<file path="src/sv/ansi_key_escape_decoder_core_defines.svh">
// Assertion macros for the escape key decoder.
// Used by the top level; expects clk and arst_n in scope.
`ifndef ANSI_KEY_ESCAPE_DECODER_CORE_DEFINES_SVH
`define ANSI_KEY_ESCAPE_DECODER_CORE_DEFINES_SVH
`ifndef NO_ASSERTIONS
`define AKD_ASSERT_NOW(lbl, ante, cons) \
	lbl: assert property (@(posedge clk) disable iff (!arst_n) (ante) |-> (cons)) \
		else $error("akd check failed");
`define AKD_ASSERT_NEXT(lbl, ante, cons) \
	lbl: assert property (@(posedge clk) disable iff (!arst_n) (ante) |=> (cons)) \
		else $error("akd check failed");
`else
`define AKD_ASSERT_NOW(lbl, ante, cons)
`define AKD_ASSERT_NEXT(lbl, ante, cons)
`endif
`endif

</file>
<file path="src/sv/akd_pkg.sv">
// Shared types, constants and the key sequence table for the escape key decoder.
// No dependencies.
`default_nettype none
package akd_pkg;
	localparam int BYTE_W = 8;
	localparam int KIND_W = 2;
	localparam int KEY_W = 5;
	localparam int POS_W = 3;
	localparam int TABLE_ENTRIES = 32;
	localparam int SEQUENCE_BYTES = 6;
	localparam int STORED_ENTRIES = 27;
	localparam int STORED_BYTES = 4;
	localparam int ENTRY_LIMIT =
		(TABLE_ENTRIES < STORED_ENTRIES) ? TABLE_ENTRIES : STORED_ENTRIES;

	localparam logic [BYTE_W-1:0] KEY_ESC = 8'd27;
	localparam logic [BYTE_W-1:0] KEY_CSI = 8'h9b;
	localparam logic [BYTE_W-1:0] CHAR_NL = 8'd10;
	localparam logic [BYTE_W-1:0] CHAR_CR = 8'd13;
	localparam logic [BYTE_W-1:0] CHAR_BRACKET = 8'h5b;

	typedef enum logic [KIND_W-1:0] {
		KIND_CHAR = 2'd0,
		KIND_KEY = 2'd1,
		KIND_UNKNOWN = 2'd2
	} result_kind_t;

	typedef enum logic [1:0] {
		CLS_PLAIN = 2'd0,
		CLS_ESC = 2'd1,
		CLS_CSI = 2'd2
	} byte_class_t;

	typedef enum logic {
		BK_TAKE = 1'b0,
		BK_WALK = 1'b1
	} back_state_t;

	typedef struct packed {
		byte_class_t cls;
		logic [BYTE_W-1:0] byte_val;
		logic [BYTE_W-1:0] char_val;
	} akd_item_t;

	typedef struct packed {
		logic valid;
		akd_item_t item;
	} akd_head_t;

	localparam logic [BYTE_W-1:0] SEQ_ROM [STORED_ENTRIES][STORED_BYTES] = '{
		'{8'd27, "O", "A", 8'd0}, '{8'd27, "O", "B", 8'd0},
		'{8'd27, "O", "C", 8'd0}, '{8'd27, "O", "D", 8'd0},
		'{8'd27, "O", "M", 8'd0}, '{8'd27, "O", "P", 8'd0},
		'{8'd27, "O", "Q", 8'd0}, '{8'd27, "O", "R", 8'd0},
		'{8'd27, "O", "S", 8'd0}, '{8'd27, "O", "T", 8'd0},
		'{8'd27, "O", "l", 8'd0}, '{8'd27, "O", "m", 8'd0},
		'{8'd27, "O", "n", 8'd0}, '{8'd27, "O", "p", 8'd0},
		'{8'd27, "O", "q", 8'd0}, '{8'd27, "O", "r", 8'd0},
		'{8'd27, "O", "s", 8'd0}, '{8'd27, "O", "t", 8'd0},
		'{8'd27, "O", "u", 8'd0}, '{8'd27, "O", "v", 8'd0},
		'{8'd27, "O", "w", 8'd0}, '{8'd27, "O", "x", 8'd0},
		'{8'd27, "O", "y", 8'd0},
		'{8'd27, "[", "A", 8'd0}, '{8'd27, "[", "B", 8'd0},
		'{8'd27, "[", "C", 8'd0}, '{8'd27, "[", "D", 8'd0}
	};

	function automatic logic [BYTE_W-1:0] seq_byte(
		input logic [KEY_W-1:0] entry,
		input logic [POS_W-1:0] pos
	);
		if (int'(entry) >= ENTRY_LIMIT || int'(pos) >= STORED_BYTES ||
				int'(pos) >= SEQUENCE_BYTES) begin
			return '0;
		end
		return SEQ_ROM[entry][pos[1:0]];
	endfunction

	function automatic int csi_start();
		int cur;
		cur = 0;
		while (cur < ENTRY_LIMIT && SEQ_ROM[cur][0] < KEY_ESC) begin
			cur++;
		end
		while (cur < ENTRY_LIMIT && SEQ_ROM[cur][1] < CHAR_BRACKET) begin
			cur++;
		end
		return cur;
	endfunction

	localparam logic [KEY_W-1:0] LIMIT_KEY = KEY_W'(ENTRY_LIMIT);
	localparam logic [KEY_W-1:0] CSI_START = KEY_W'(csi_start());
endpackage
`default_nettype wire

</file>
<file path="src/sv/akd_key_if.sv">
// Input channel carrying one keyboard byte per beat.
// Depends on akd_pkg.
`default_nettype none
interface akd_key_if;
	logic valid;
	logic ready;
	logic [akd_pkg::BYTE_W-1:0] key_byte;
	modport source(output valid, output key_byte, input ready);
	modport sink(input valid, input key_byte, output ready);
endinterface
`default_nettype wire

</file>
<file path="src/sv/akd_result_if.sv">
// Output channel carrying one decoded result per beat.
// Depends on akd_pkg.
`default_nettype none
interface akd_result_if;
	logic valid;
	logic ready;
	logic [akd_pkg::KIND_W-1:0] result_kind;
	logic [akd_pkg::BYTE_W-1:0] char_value;
	logic [akd_pkg::KEY_W-1:0] key_number;
	modport source(output valid, output result_kind, output char_value,
		output key_number, input ready);
	modport sink(input valid, input result_kind, input char_value,
		input key_number, output ready);
endinterface
`default_nettype wire

</file>
<file path="src/sv/akd_front.sv">
// Front end: accepts key bytes, classifies them and queues them two deep.
// Depends on akd_pkg and akd_key_if.
`default_nettype none
module akd_front (
	input logic clk,
	input logic arst_n,
	akd_key_if.sink keys,
	output akd_pkg::akd_head_t head,
	input logic pop
);
	akd_pkg::akd_item_t mem_q [2];
	logic wr_ptr_q;
	logic rd_ptr_q;
	logic [1:0] count_q;
	akd_pkg::akd_item_t item_in;
	logic push;

	always_comb begin
		item_in.byte_val = keys.key_byte;
		item_in.char_val = (keys.key_byte == akd_pkg::CHAR_NL) ? akd_pkg::CHAR_CR
			: keys.key_byte;
		if (keys.key_byte == akd_pkg::KEY_ESC) begin
			item_in.cls = akd_pkg::CLS_ESC;
		end else if (keys.key_byte == akd_pkg::KEY_CSI) begin
			item_in.cls = akd_pkg::CLS_CSI;
		end else begin
			item_in.cls = akd_pkg::CLS_PLAIN;
		end
	end

	assign keys.ready = (count_q != 2'd2);
	assign push = keys.valid && keys.ready;
	assign head.valid = (count_q != 2'd0);
	assign head.item = mem_q[rd_ptr_q];

	always_ff @(posedge clk) begin
		if (push) begin
			mem_q[wr_ptr_q] <= item_in;
		end
	end

	always_ff @(posedge clk or negedge arst_n) begin
		if (!arst_n) begin
			wr_ptr_q <= 1'b0;
			rd_ptr_q <= 1'b0;
			count_q <= 2'd0;
		end else begin
			if (push) begin
				wr_ptr_q <= ~wr_ptr_q;
			end
			if (pop) begin
				rd_ptr_q <= ~rd_ptr_q;
			end
			case ({push, pop})
				2'b10: count_q <= count_q + 2'd1;
				2'b01: count_q <= count_q - 2'd1;
				default: count_q <= count_q;
			endcase
		end
	end
endmodule
`default_nettype wire

</file>
<file path="src/sv/akd_back.sv">
// Back end: tracks the escape sequence, walks the key table one entry per cycle
// and holds the result register. Depends on akd_pkg and akd_result_if.
`default_nettype none
module akd_back (
	input logic clk,
	input logic arst_n,
	input akd_pkg::akd_head_t head,
	output logic pop,
	akd_result_if.source results
);
	akd_pkg::back_state_t state_q, state_d;
	logic in_seq_q, in_seq_d;
	logic [akd_pkg::POS_W-1:0] pos_q, pos_d;
	logic [akd_pkg::KEY_W-1:0] cur_q, cur_d;
	logic [akd_pkg::BYTE_W-1:0] byte_q, byte_d;
	logic out_valid_q;
	akd_pkg::result_kind_t out_kind_q;
	logic [akd_pkg::BYTE_W-1:0] out_char_q;
	logic [akd_pkg::KEY_W-1:0] out_key_q;
	logic slot_free;
	logic emit;
	akd_pkg::result_kind_t emit_kind;
	logic [akd_pkg::BYTE_W-1:0] emit_char;
	logic [akd_pkg::KEY_W-1:0] emit_key;
	logic [akd_pkg::BYTE_W-1:0] entry_byte;
	logic [akd_pkg::BYTE_W-1:0] next_byte;

	assign slot_free = !out_valid_q || results.ready;
	assign entry_byte = akd_pkg::seq_byte(cur_q, pos_q);
	assign next_byte = akd_pkg::seq_byte(cur_q, pos_q + 3'd1);

	always_ff @(posedge clk or negedge arst_n) begin
		if (!arst_n) begin
			state_q <= akd_pkg::BK_TAKE;
			in_seq_q <= 1'b0;
			pos_q <= '0;
			cur_q <= '0;
		end else begin
			state_q <= state_d;
			in_seq_q <= in_seq_d;
			pos_q <= pos_d;
			cur_q <= cur_d;
		end
	end

	always_ff @(posedge clk) begin
		byte_q <= byte_d;
	end

	always_comb begin
		state_d = state_q;
		in_seq_d = in_seq_q;
		pos_d = pos_q;
		cur_d = cur_q;
		byte_d = byte_q;
		pop = 1'b0;
		emit = 1'b0;
		emit_kind = akd_pkg::KIND_CHAR;
		emit_char = '0;
		emit_key = '0;
		unique case (state_q)
			akd_pkg::BK_TAKE: begin
				if (head.valid && slot_free) begin
					pop = 1'b1;
					if (!in_seq_q) begin
						unique case (head.item.cls)
							akd_pkg::CLS_ESC: begin
								in_seq_d = 1'b1;
								pos_d = '0;
								cur_d = '0;
							end
							akd_pkg::CLS_CSI: begin
								in_seq_d = 1'b1;
								pos_d = 3'd1;
								cur_d = akd_pkg::CSI_START;
							end
							default: begin
								emit = 1'b1;
								emit_kind = akd_pkg::KIND_CHAR;
								emit_char = head.item.char_val;
							end
						endcase
					end else begin
						byte_d = head.item.byte_val;
						pos_d = pos_q + 3'd1;
						state_d = akd_pkg::BK_WALK;
					end
				end
			end
			akd_pkg::BK_WALK: begin
				if (cur_q >= akd_pkg::LIMIT_KEY || entry_byte > byte_q) begin
					if (slot_free) begin
						emit = 1'b1;
						emit_kind = akd_pkg::KIND_UNKNOWN;
						in_seq_d = 1'b0;
						pos_d = '0;
						cur_d = '0;
						state_d = akd_pkg::BK_TAKE;
					end
				end else if (entry_byte < byte_q) begin
					cur_d = cur_q + 5'd1;
				end else if (pos_q == 3'd7 || next_byte == '0) begin
					if (slot_free) begin
						emit = 1'b1;
						emit_kind = akd_pkg::KIND_KEY;
						emit_key = cur_q;
						in_seq_d = 1'b0;
						pos_d = '0;
						cur_d = '0;
						state_d = akd_pkg::BK_TAKE;
					end
				end else begin
					state_d = akd_pkg::BK_TAKE;
				end
			end
			default: state_d = akd_pkg::BK_TAKE;
		endcase
	end

	always_ff @(posedge clk or negedge arst_n) begin
		if (!arst_n) begin
			out_valid_q <= 1'b0;
		end else if (emit) begin
			out_valid_q <= 1'b1;
		end else if (results.ready) begin
			out_valid_q <= 1'b0;
		end
	end

	always_ff @(posedge clk) begin
		if (emit) begin
			out_kind_q <= emit_kind;
			out_char_q <= emit_char;
			out_key_q <= emit_key;
		end
	end

	assign results.valid = out_valid_q;
	assign results.result_kind = out_kind_q;
	assign results.char_value = out_char_q;
	assign results.key_number = out_key_q;
endmodule
`default_nettype wire

</file>
<file path="src/sv/ansi_key_escape_decoder_core.sv">
// Escape key decoder: a plain byte leaves as a character (newline as carriage
// return); ESC or CSI opens a sequence that is looked up in a fixed table of 27 keys.
// A plain byte passes through the front queue into the result register; a byte
// inside a sequence is taken by the back end's table walk, which checks one cursor
// position at a time, the end of the table included, before it emits a result or
// takes the next byte. The back end takes a byte only while the result
// register is free. A two-beat queue sits between the front and back ends.
// Depends on akd_pkg, akd_key_if, akd_result_if, akd_front and akd_back.
`default_nettype none
`include "ansi_key_escape_decoder_core_defines.svh"
module ansi_key_escape_decoder_core (
	input logic clk,
	input logic arst_n,
	akd_key_if.sink keys,
	akd_result_if.source results
);
	akd_pkg::akd_head_t head;
	logic pop;

	akd_front u_front (
		.clk(clk),
		.arst_n(arst_n),
		.keys(keys),
		.head(head),
		.pop(pop)
	);

	akd_back u_back (
		.clk(clk),
		.arst_n(arst_n),
		.head(head),
		.pop(pop),
		.results(results)
	);

	`AKD_ASSERT_NOW(a_pop_has_head, pop, head.valid)
	`AKD_ASSERT_NOW(a_key_only_on_match,
		results.valid && results.result_kind != akd_pkg::KIND_KEY,
		results.key_number == '0)
	`AKD_ASSERT_NOW(a_char_only_plain,
		results.valid && results.result_kind != akd_pkg::KIND_CHAR,
		results.char_value == '0)
	`AKD_ASSERT_NEXT(a_full_queue_stalls,
		!keys.ready && !pop, !keys.ready)
endmodule
`default_nettype wire

</file>
<file path="src/flat_wrapper.sv">
// flat-port wrapper written by rule: the top's interface ports become plain ports
module ansi_key_escape_decoder_core_flat 
  (clk, arst_n, keys_valid, keys_key_byte, keys_ready, results_valid, results_result_kind, results_char_value, results_key_number, results_ready);
  akd_key_if keys_i ();
  akd_result_if results_i ();
  input logic clk;
  input logic arst_n;
  input wire logic [$bits(keys_i.valid)-1:0] keys_valid;
  input wire logic [$bits(keys_i.key_byte)-1:0] keys_key_byte;
  output wire logic [$bits(keys_i.ready)-1:0] keys_ready;
  output wire logic [$bits(results_i.valid)-1:0] results_valid;
  output wire logic [$bits(results_i.result_kind)-1:0] results_result_kind;
  output wire logic [$bits(results_i.char_value)-1:0] results_char_value;
  output wire logic [$bits(results_i.key_number)-1:0] results_key_number;
  input wire logic [$bits(results_i.ready)-1:0] results_ready;
  assign keys_i.valid = keys_valid;
  assign keys_i.key_byte = keys_key_byte;
  assign keys_ready = keys_i.ready;
  assign results_valid = results_i.valid;
  assign results_result_kind = results_i.result_kind;
  assign results_char_value = results_i.char_value;
  assign results_key_number = results_i.key_number;
  assign results_i.ready = results_ready;
  ansi_key_escape_decoder_core u_core (.clk(clk), .arst_n(arst_n), .keys(keys_i), .results(results_i));
endmodule
</file>
<file path="config.mk">
export PLATFORM = sky130hd
export DESIGN_NAME = ansi_key_escape_decoder_core_flat
export DESIGN_NICKNAME = d
export VERILOG_FILES = /design/src/sv/akd_pkg.sv /design/src/sv/akd_key_if.sv /design/src/sv/akd_result_if.sv /design/src/sv/akd_front.sv /design/src/sv/akd_back.sv /design/src/sv/ansi_key_escape_decoder_core.sv /design/src/flat_wrapper.sv
export VERILOG_INCLUDE_DIRS = /design/src /design/src/sv
export SDC_FILE = /design/constraint.sdc
export NUM_CORES = 1
export LEC_CHECK = 0
export BUFFER_PORTS_ARGS = -buffer_cell sky130_fd_sc_hd__buf_2
export CORE_UTILIZATION = 50
export CTS_CLUSTER_SIZE = 20
export DETAILED_ROUTE_END_ITERATION = 10
export PLACE_DENSITY_LB_ADDON = 0.25
export SYNTH_ARGS = -nofsm -noshare
export SYNTH_HDL_FRONTEND = slang
export SYNTH_SLANG_ARGS = --single-unit
</file>
<file path="constraint.sdc">
create_clock -name clk -period 7.8 [get_ports clk]
set_input_delay 0.78 -clock clk [delete_from_list [all_inputs] [get_ports clk]]
set_output_delay 0.78 -clock clk [all_outputs]
set_load 0.03 [all_outputs]
</file>
Word-level counts from Yosys, hierarchy flattened
Memory sizes are Yosys's and may differ from the RTL's.
Index checks and enable logic that the tools add are counted.
- bits in registers: 38
- bits in writable memories: 36
- memory bits (read-only): 1024
- input bits: 12
- output and inout bits: 17
- logic and storage cells: 144
- memories kept: 2
- memories (memory ; words ; bits a word ; read ports ; clocked after Yosys merged registers in ; wr ports ; RTL line ; RTL):
    (name not given) ; 32 ; 32 ; 1 ; 0 ; 0 ; akd_pkg.sv:75 ; return SEQ_ROM[entry][pos[1:0]];
    u_core.u_front.mem_q ; 2 ; 18 ; 1 ; 0 ; 1 ; akd_front.sv:11 ; akd_pkg::akd_item_t mem_q [2];
- $add $sub $neg: 4
- order comparisons: 11
- equality and inequality tests: 16
- mux-type cells: 69
- bitwise gates (word level): 9
- reduce and logical (&&, ||, !) cells: 21
- operator list (kind ; number):
    8-bit 2-to-1 mux ; 9
    32-bit 2-to-1 mux ; 2
    8-bit binary-select mux with 2-bit select ; 2
    1-bit 2-to-1 mux ; 31
    5-bit 2-to-1 mux ; 6
    5-bit case mux with 2 select lines ; 2
    3-bit >= comparator, second input constant ; 6
    3-bit 2-to-1 mux ; 6
    3-bit case mux with 2 select lines ; 2
    5-bit >= comparator, second input constant ; 2
    5-bit OR reduction ; 2
    8-bit by 4-bit equality test with 1-bit output, second input constant ; 1
    8-bit by 5-bit equality test with 1-bit output, second input constant ; 1
    8-bit equality test, second input constant ; 1
    8-bit > comparator ; 1
    8-bit logical NOT ; 1
    8-bit < comparator ; 1
    2-bit 2-to-1 mux ; 4
    2-bit case mux with 2 select lines ; 2
    4-bit AND reduction ; 2
    1-bit logical OR ; 7
    6-bit >= comparator, second input constant ; 1
    2-bit inequality test, second input constant ; 3
    3-bit by 1-bit inequality test with 1-bit output, second input constant ; 2
    other kinds (19) ; 33

Depth between registers and ports, before layout
Gate-level depths: netlist of run 1.
- word-level depth: 15
- gate-level depth with buffers: 16
- depth with buffers taken out: 15

Cells and area by module
Synthesis of run 1 repeated with hierarchy kept, for this count alone.
- cell total of the unflattened synthesis: 312
- area total of the unflattened synthesis: 3783.6 sq um
- modules (own cells, without submodules) (module ; instances ; cells each ; area each (sq um) ; seq. area each (sq um)):
    akd_back ; 1 ; 226 ; 2194.6 ; 965.9
    akd_front ; 1 ; 86 ; 1589.0 ; 1181.1

Least setup slack after synthesis of run 1
Ideal clock, no wire load.
- kind: reg-to-reg
- start point: reg u_core.u_back.cur_q[0] (netlist bit)
- end point: reg u_core.u_back.out_char_q, in the netlist u_core.u_back.results.char_value[0] (enable)
- library setup time: 409 ps
- arrival time: 3624 ps
- data required time: 7391 ps
- setup slack: 3766 ps
- cell stages (with the launch flop): 14
- path buffers: 1
- clock period less this slack: 4034 ps
- cells stage by stage: dfrtp_1 inv_1 ha_1 nor2b_1 mux2_2 a21oi_1 o21ai_0 and2_1 ha_1 nand2_1 o31ai_2 buf_6 a21oi_1 o21ai_0
- cells in the longest elaborated chain, start to end: 14
- elaborated cells on any way between the ends: 29
- those cells by class: order compare: 4; mux: 16; bitwise: 1; reduce/logical: 7; memory: 1
- RTL lines (item ; RTL line ; RTL):
    from (decl) ; akd_back.sv:14 ; logic [akd_pkg::KEY_W-1:0] cur_q, cur_d;
    from (signal assigned) ; akd_back.sv:42 ; cur_q <= cur_d;
    branches (longest 12 deep; another with memory 32 x 32 bit) ; n/a ;
    1-bit 2-to-1 mux (*) ; akd_back.sv:91 ; if (cur_q >= akd_pkg::LIMIT_KEY || entry_byte > byte_q) begin
    1-bit case mux with 2 select lines (*) ; akd_back.sv:61 ; unique case (state_q)
    via u_core.u_back.emit ; akd_back.sv:21 ; logic emit;
    to (signal assigned) ; akd_back.sv:133 ; out_char_q <= emit_char;
    to (decl) ; akd_back.sv:18 ; logic [akd_pkg::BYTE_W-1:0] out_char_q;
Mark *: on every way through the listed nets, which the timed path passes. The select of a mux whose other input is x is not followed.
A chain may end at the register's enable or synchronous reset.

Worst setup path after layout of run 1
- start point: reg u_core.u_back.cur_q[1] (netlist bit)
- end point: reg u_core.u_back.out_char_q, in the netlist u_core.u_back.results.char_value[3] (enable)
The elaborated chain is that of the path after synthesis.

==> summary.txt, run 1 <==
Logic synthesis
  • Syn avg cell area: around 12 um2
  • Top cell type's share of synthesized area: 47.6%
  • Synth top cells by count: 59 x edfxtp_1, 29 x nor2_1, 19 x ha_1, 18 x nand2_1
  • Synth warn: 0
  • Syn Inst Count: slightly above 300
  • Synth cell types: 48
  • Sequential-to-total area share from yosys stat: approximately 58%
  • Count leader, synth: edfxtp_1
  • Post-synth net total: between 300 and 400
  • Post-Synthesis Cell Area: 3720 um2
  • Post-synthesis async set-or-reset flop share: about a fifth
  • Seq cells post-synth: 74
  • Top cells by area, synth: edfxtp_1 48%, dfrtp_1 10%, ha_1 6.4%
  • Yosys top cell by area: edfxtp_1
  • Synth Flop Type: edfxtp_1
  • Post-synth EDFFs: 59

Pwr
  • Max IR drop VDD: ~0.21 mV
  • Power Dens Cells: 411 nW/um2
  • P_leak: roughly 1.7 nW
  • Final Power: 1.71 mW

Setup path
  • CP startpoint: u_core.u_back.cur_q[1]$_DFFE_PN0P_
  • Worst setup EP type: flop
  • CP arrival: just over 4000 ps
  • Startpoint types: flop
  • Crit path max fanout: 13
  • CP max stage delay: around 620 ps
  • FF-to-FF Start: u_core.u_back.cur_q[1]$_DFFE_PN0P_
  • WP data required: 7840 ps
  • Slowest CP cell: o31ai_2
  • Kind of critical path: flop to flop
  • Critical-path cell list: inv_1, ha_1, nor2b_1, mux2_2, a21oi_1, o21ai_0, and2_1, ha_1, nand2_1, o31ai_2, a21oi_1, o21ai_1, buf_4

Clock tree
  • CTS sink count: 74
  • Total CTS buffers: 9
  • CTS tree: done
  • Clk buf depth: 2
  • Clk pin slew, worst setup/hold paths: 80 ps
  • Clk_lat worst skew: approximately 350 ps
  • Post-CTS Resized: 0
  • H-tree depth: 3
  • Postcts setup bufs: 0
  • Root Driver: clkbuf_8
  • CTS Hold Bufs: 0

Routing
  • Drt total wl: about 6600 um
  • DRT antenna net count: 0
  • DRT iter0 DRCs: between 100 and 150
  • Via/cell ratio: ~5.5
  • Via count: 2388
  • DRC errors left: 0
  • Wirelength per Cell: 15.1 um
  • Drt pass-1 iters: 4

Run
  • Maxcap violations: 0

Final layout
  • Diode count: 0
  • Nets: ~360
  • Area Growth Syn to Fin: 11.5%
  • Final instance area: just over 4000 um2
  • Layout cells sized above 1: about a fifth

STA
  • Hold Fails Final Rpt: 0
  • Max frequency: 251 MHz
  • Final Max Tran Viols: 0
  • Least-Margin Pin Slew: about 960 ps
  • Fin crit period: between 3000 and 4000 ps
  • Final period utilization: about half
  • Final setup viols: 0
  • Setup TNS: 0 ps
  • Slew HR: 36.0%
  • Max Clock Skew: ~11 ps
  • RSZ-0062 raised after global routing: no

Floorplan
  • Die W: between 80 and 90 um
  • Core footprint: ~7200 um2
  • Top-Level Pins: 29
  • Starting Density: between 50% and 60%
  • Full die area: 7790 um2
  • Row count: 31
  • Die Ht: between 80 and 90 um

Place
  • PortBufs: 28
  • Hpwl dp: ~4700 um
  • Placed Area: 3930 um2
  • Placer Congestion: 0.850

Global route
  • First-pass GRT wire length: around 11000 um
  • Total GRT Usage: 19.1%
  • Antenna violations before repair: 0
  • Grt ovf: 0
  • Vias in the first global route: approximately 2300
  • Largest net degree at the start of global routing: 22

Outcome
  • Status: finished clean

Hold path
  • HP Class: input pin to async pin
cell families (layout without fill, tap and decap cells):
logic type | count (synthesis) | count (layout) | share of synthesized area (%)
AO/OA/AOI/OAI | 51 | 51 | 9.83
XOR/XNOR | 5 | 5 | 1.18
adder cells (fa/ha/maj) | 19 | 19 | 6.39
buffers and inverters | 31 | 62 | 3.53
flip-flops | 74 | 74 | 57.7
multiplexers | 23 | 23 | 6.90
AND/OR/NAND/NOR | 104 | 104 | 14.4
placed cells by master (no fill, tap or decap), types with 7 or more instances in the layout:
master    netlist  routed
nor2_1         29      29
mux2_2         11      11
o21ai_0        14      13
a21oi_1        10      10
mux2i_1        11      11
nor3_1          7       7
nand2b_1        8       8
dfrtp_1        15      15
buf_2           2      28
inv_1          15      15
and2_1         11      11
ha_1           19      19
edfxtp_1       59      59
nand2_1        18      18
clkbuf_8        0       9
final timing paths:
kind                            cells past startpoint                                           endpoint  slack, ps
max in group asynchronous                           1                    u_core.u_back.state_q$_DFF_PN0_       7190
min in group clk                                    1                u_core.u_front.wr_ptr_q$_DFFE_PN0P_        490
worst max register to register                     13  u_core.u_back.results.char_value[3]$_SDFFCE_PP0P_       3810
worst max-delay path                               13  u_core.u_back.results.char_value[3]$_SDFFCE_PP0P_       3810
worst min register to register                      1                u_core.u_front.wr_ptr_q$_DFFE_PN0P_        490
worst min-delay path                                1                 u_core.u_back.cur_q[0]$_DFFE_PN0P_        340
state kept, by name, indices dropped and copies added (netlist names):
register,flops
u_core.u_back.results.valid,1
u_core.u_back.byte_q,8
u_core.u_back.results.char_value,8
u_core.u_back.results.result_kind,2
u_core.u_back.state_q,1
u_core.u_back.in_seq_q,1
u_core.u_front.count_q,2
u_core.u_front.rd_ptr_q,1
u_core.u_back.results.key_number,5
u_core.u_back.cur_q,5
u_core.u_front.mem_q,36
u_core.u_front.wr_ptr_q,1
u_core.u_back.pos_q,3
power breakdown:
group          switching, mW  internal [mW]
Combinational          0.402          0.284
Clock                  0.145          0.181
Sequential             0.114          0.579
area by class of cell:
class,count,area (um2)
multi-input cells,202,1440
clock buffers,10,128
repair buffers,31,163
clock inverters,6,90.1
flip-flops and latches,74,2150
well taps,99,124
fillers,632,3070
inverters,15,56.3
per-stage QoR:
stage / worst slack [ps] / hold slack, ps / util (%) / instances
detailed placement: 3820 / 480 / 54.5 / 421
global placement: 3930 / 476 / 54.5 / 421
global route: 3430 / 359 / 57.5 / 437
floorplan: 3770 / 461 / - / 307
CTS: 3800 / 337 / 57.5 / 437
finish: 3810 / 339 / 57.5 / 437
per-layer routing:
metal | up-vias | part of all wire [%] | GRT usage, %
li1 | 1168 | - | -
met1 | 1173 | 48 | 25.5
met2 | 35 | 47 | 29.9
met3 | 12 | 2.5 | 3.73
met4 | 0 | 2.1 | 9.53
met5 | - | 0 | 0
critical path: cells and delay by family (launching register included):
kind	cells	cell delay, ps
compound gates	5	1360
fa+ha+maj	2	650
flops	1	490
buf+inv	2	460
simple gates	3	420
mux	1	280
(Power assumes the default switching activity.)
==> run 2: changes to the inputs <==
--- a/config.mk
+++ b/config.mk
@@ -6,6 +6,7 @@
 export SDC_FILE = /design/constraint.sdc
 export NUM_CORES = 1
 export LEC_CHECK = 0
+export ABC_AREA = 1
 export BUFFER_PORTS_ARGS = -buffer_cell sky130_fd_sc_hd__buf_2
 export CORE_UTILIZATION = 50
 export CTS_CLUSTER_SIZE = 20
==> constraint.sdc (replaced) <==
create_clock -name clk -period 3.8 [get_ports clk]
set_input_delay 0.38 -clock clk [delete_from_list [all_inputs] [get_ports clk]]
set_output_delay 0.38 -clock clk [all_outputs]
set_load 0.03 [all_outputs]
==> summary.txt, run 2 <==
Setup path
  • Crit path max fanout: 8 (-5)
  • FF-to-FF Start: u_core.u_back.cur_q[1]$_DFFE_PN0P_
  • Critical path endpoint: u_core.u_back.results.char_value[2]$_SDFFCE_PP0P_
  • CP startpoint: u_core.u_back.cur_q[1]$_DFFE_PN0P_
  • RR Endpoint: u_core.u_back.results.char_value[2]$_SDFFCE_PP0P_
  • CP arrival: 3400 ps (-640 ps)
  • Startpoint types: flop
  • Kind of critical path: flop to flop
  • WP data required: 3900 ps (-3940 ps)
  • Reg2reg setup slack: 500 ps (-3310 ps)
  • Worst Reg-to-Reg Cells: 14 (+1)
  • Worst setup EP type: flop

Clock tree
  • Post-CTS Resized: 0 (unchanged)
  • Total CTS buffers: 9 (unchanged)
  • H-tree depth: 3 (unchanged)
  • CTS tree: done
  • CTS sink count: 74 (unchanged)
  • Clk pin slew, worst setup/hold paths: 80 ps (about the same)
  • Clk_lat worst skew: 340 ps (about the same)
  • Clk buf depth: 2 (unchanged)
  • Root Driver: clkbuf_8

Final layout
  • Biggest register: u_core.u_front.mem_q
  • Final instance area: 4330 um2 (+4.4%)
  • Area Growth Syn to Fin: 14.1%
  • Most common cell after layout, fill and taps aside: nand2_1
  • Register area: 2150 um2 (unchanged)
  • Diode count: 0 (unchanged)
  • Max reg flops: 36 (unchanged)
  • Most frequent cells in the layout: 104 x nand2_1, 59 x edfxtp_1, 37 x inv_1
  • Number of fillers in the final layout: 641 (+1.4%)
  • Layout cells sized above 1: 18.6% (-0.37 points)
  • Area of the multi-input gates: 1420 um2 (-1.5%)
  • Post-Route Utilization: 59.4% (+1.9 points)
  • Nets: 457 (+26%)

Pwr
  • Pint: 2.23 mW (+110%)
  • Final Power: 3.80 mW (+120%)
  • Max IR drop VDD: 0.527 mV (+150%)
  • Comb pwr share: 43.2% (+3.0 points)
  • Clock power share: 21.0% (+1.8 points)
  • Power Dens Cells: 877 nW/um2 (+110%)
  • P_leak: 1.89 nW (+12%)
  • Register share of total power: 35.8% (-4.8 points)
  • Net Sw Frac: 41.3% (+2.5 points)
  • P_sw: 1.57 mW (+140%)

STA
  • Least-Margin Pin Slew: 1110 ps (+154 ps)
  • Hold WS: 255 ps (-84.0 ps)
  • Final Max Tran Viols: 0 (unchanged)
  • Max Clock Skew: 10.2 ps (-0.748 ps)
  • Final period utilization: 86.9% (+36 points)
  • Fin crit period: 3300 ps (-689 ps)
  • Slew HR: 25.1% (-11 points)
  • Setup TNS: 0 ps (unchanged)
  • Final setup viols: 0 (unchanged)
  • Hold Fails Final Rpt: 0 (unchanged)
  • RSZ-0062 raised after global routing: no
  • Max frequency: 303 MHz (+21%)

Routing
  • DRT antenna net count: 0 (unchanged)
  • Drt total wl: 7360 um (+12%)
  • DRC errors left: 0 (unchanged)
  • Via/cell ratio: 5.13 (-6.0%)
  • Wirelength per Cell: 13.9 um (-7.9%)
  • Drt pass-1 iters: 6 (+2)
  • DRT iter0 DRCs: 114 (-12%)
  • Via count: 2721 (+14%)

Logic synthesis
  • Post-synth EDFFs: 59 (unchanged)
  • Sequential-to-total area share from yosys stat: 56.5% (-1.2 points)
  • Syn Inst Count: 393 (+28%)
  • Top cell type's share of synthesized area: 46.7% (-0.99 points)
  • Post-synthesis async set-or-reset flop share: 20.3% (unchanged)
  • Post-Synthesis Cell Area: 3800 um2 (+2.1%)
  • Seq cells post-synth: 74 (unchanged)
  • Post-synth net total: 424 (+25%)
  • Top cells by area, synth: edfxtp_1 47%, nand2_1 10%, dfrtp_1 9.9%
  • Count leader, synth: nand2_1
  • Synth cell types: 37 (-23%)
  • Yosys top cell by area: edfxtp_1
  • Synth warn: 0 (unchanged)
  • Synth Flop Type: edfxtp_1
  • Syn avg cell area: 9.66 um2 (-20%)
  • Synth top cells by count: 104 x nand2_1, 59 x edfxtp_1, 37 x inv_1, 26 x nor2_1, 22 x a21oi_1

Global route
  • Grt ovf: 0 (unchanged)
  • Vias in the first global route: 2579 (+12%)
  • Antenna violations before repair: 0 (unchanged)
  • Largest net degree at the start of global routing: 21 (-4.5%)
  • First-pass GRT wire length: 12200 um (+11%)
  • Total GRT Usage: 20.8% (+1.7 points)

Floorplan
  • Core footprint: 7290 um2 (+1.1%)
  • Row count: 31 (unchanged)
  • Die Ht: 89.2 um (+1.0%)
  • Top-Level Pins: 29 (unchanged)
  • Die W: 89.2 um (+1.0%)
  • Starting Density: 52.1% (+0.53 points)
  • Full die area: 7950 um2 (+2.1%)

Place
  • Hpwl dp: 5160 um (+11%)
  • PortBufs: 28 (unchanged)
  • Placed Area: 4060 um2 (+3.2%)
  • Placer Congestion: 0.824 (-3.1%)

Hold path
  • HP Class: input pin to flop

Outcome
  • Status: finished clean

Run
  • Maxcap violations: 0 (unchanged)
-- run 2: changes by cell type after synthesis, sizes merged, moves of 6 or more --
cell,before,now
mux2i,11,0
nand2b,8,0
nand3,5,25
o21ai,14,20
mux2,11,0
nand2,18,108
inv,15,42
a21oi,10,23
and2,11,0
nor2b,6,0
-- run 2: kinds of logic after synthesis --
| logic type | count (synthesis) | synth area share [%] |
|---|---|---|
| flip-flops | 74 | 56.5 |
| AO/OA/AOI/OAI | 51 | 7.58 |
| adder cells (fa/ha/maj) | 19 | 6.26 |
| buffers and inverters | 60 | 6.10 |
| AND/OR/NAND/NOR | 184 | 22.4 |
| XOR/XNOR | 5 | 1.15 |
-- run 2: worst min-delay path by stage --
stage,end,depth (start not counted),start,slack [ps]
detailed placement,u_core.u_back.cur_q[2]$_DFFE_PN0P_,1,arst_n,320
CTS,u_core.u_front.mem_q[0][10]$_DFFE_PP_,1,keys_key_byte[2],240
floorplan,u_core.u_back.cur_q[0]$_DFFE_PN0P_,0,arst_n,80
finish,u_core.u_front.mem_q[0][10]$_DFFE_PP_,1,keys_key_byte[2],260
global placement,u_core.u_back.cur_q[2]$_DFFE_PN0P_,1,arst_n,310
global route,u_core.u_front.mem_q[0][10]$_DFFE_PP_,1,keys_key_byte[2],240
-- run 2: through the flow --
| stage | cells | setup WS (ps) |
|---|---|---|
| after floorplan | 393 | 594 |
| after global placement | 513 | 648 |
| after detailed placement | 513 | 561 |
| after CTS | 530 | 520 |
| after global routing | 530 | 159 |
| final | 530 | 498 |
-- run 2: final cells by class --
class / instances / area share [%]
Clock buffer: 10 / 2.95
Inverter: 46 / 4.02
Multi-Input combinational cell: 259 / 32.8
Timing Repair Buffer: 36 / 4.68
Clock inverter: 6 / 3.18
Tap cell: 99 / 2.86
Sequential cell: 74 / 49.6
-- run 2: worst max-delay path: stages (launching register included) --
cell and delay [ps]:
dfrtp_1 490, ha_1 280, ha_1 190, o21ai_0 250, o21ai_0 140, nor4_1 270
ha_1 300, nand2_1 70, nand2_1 50, a21oi_2 280, nand3_4 160, nand2_4 130
nor2_1 60, nand3b_1 180, buf_4 200
-- run 2: repair_timing --
action | in CTS | in global routing
endpoints found under the hold margin | 15 | 0
hold buffers | 1 | 0
setup buffers | 0 | 0
-- run 2: power by group through the flow --
stage / clock [mW] / sequential, mW / combinational, mW
floorplan: 0 / 1.50 / 1.08
global placement: 0 / 1.38 / 1.61
detailed placement: 0 / 1.38 / 1.64
CTS: 0.808 / 1.36 / 1.65
global route: 0.838 / 1.39 / 1.85
finish: 0.797 / 1.36 / 1.64
-- run 2: routing by layer --
metal  GRT usage [%]  vias to the layer above  share of wire, %  wire (um)
li1                -                     1380                 -          -
met1            25.7                     1252                43       3190
met2            35.7                       79                51       3770
met3            4.34                       10               4.4        321
met4            8.37                        0               1.0         76
met5               0                        -                 0          0
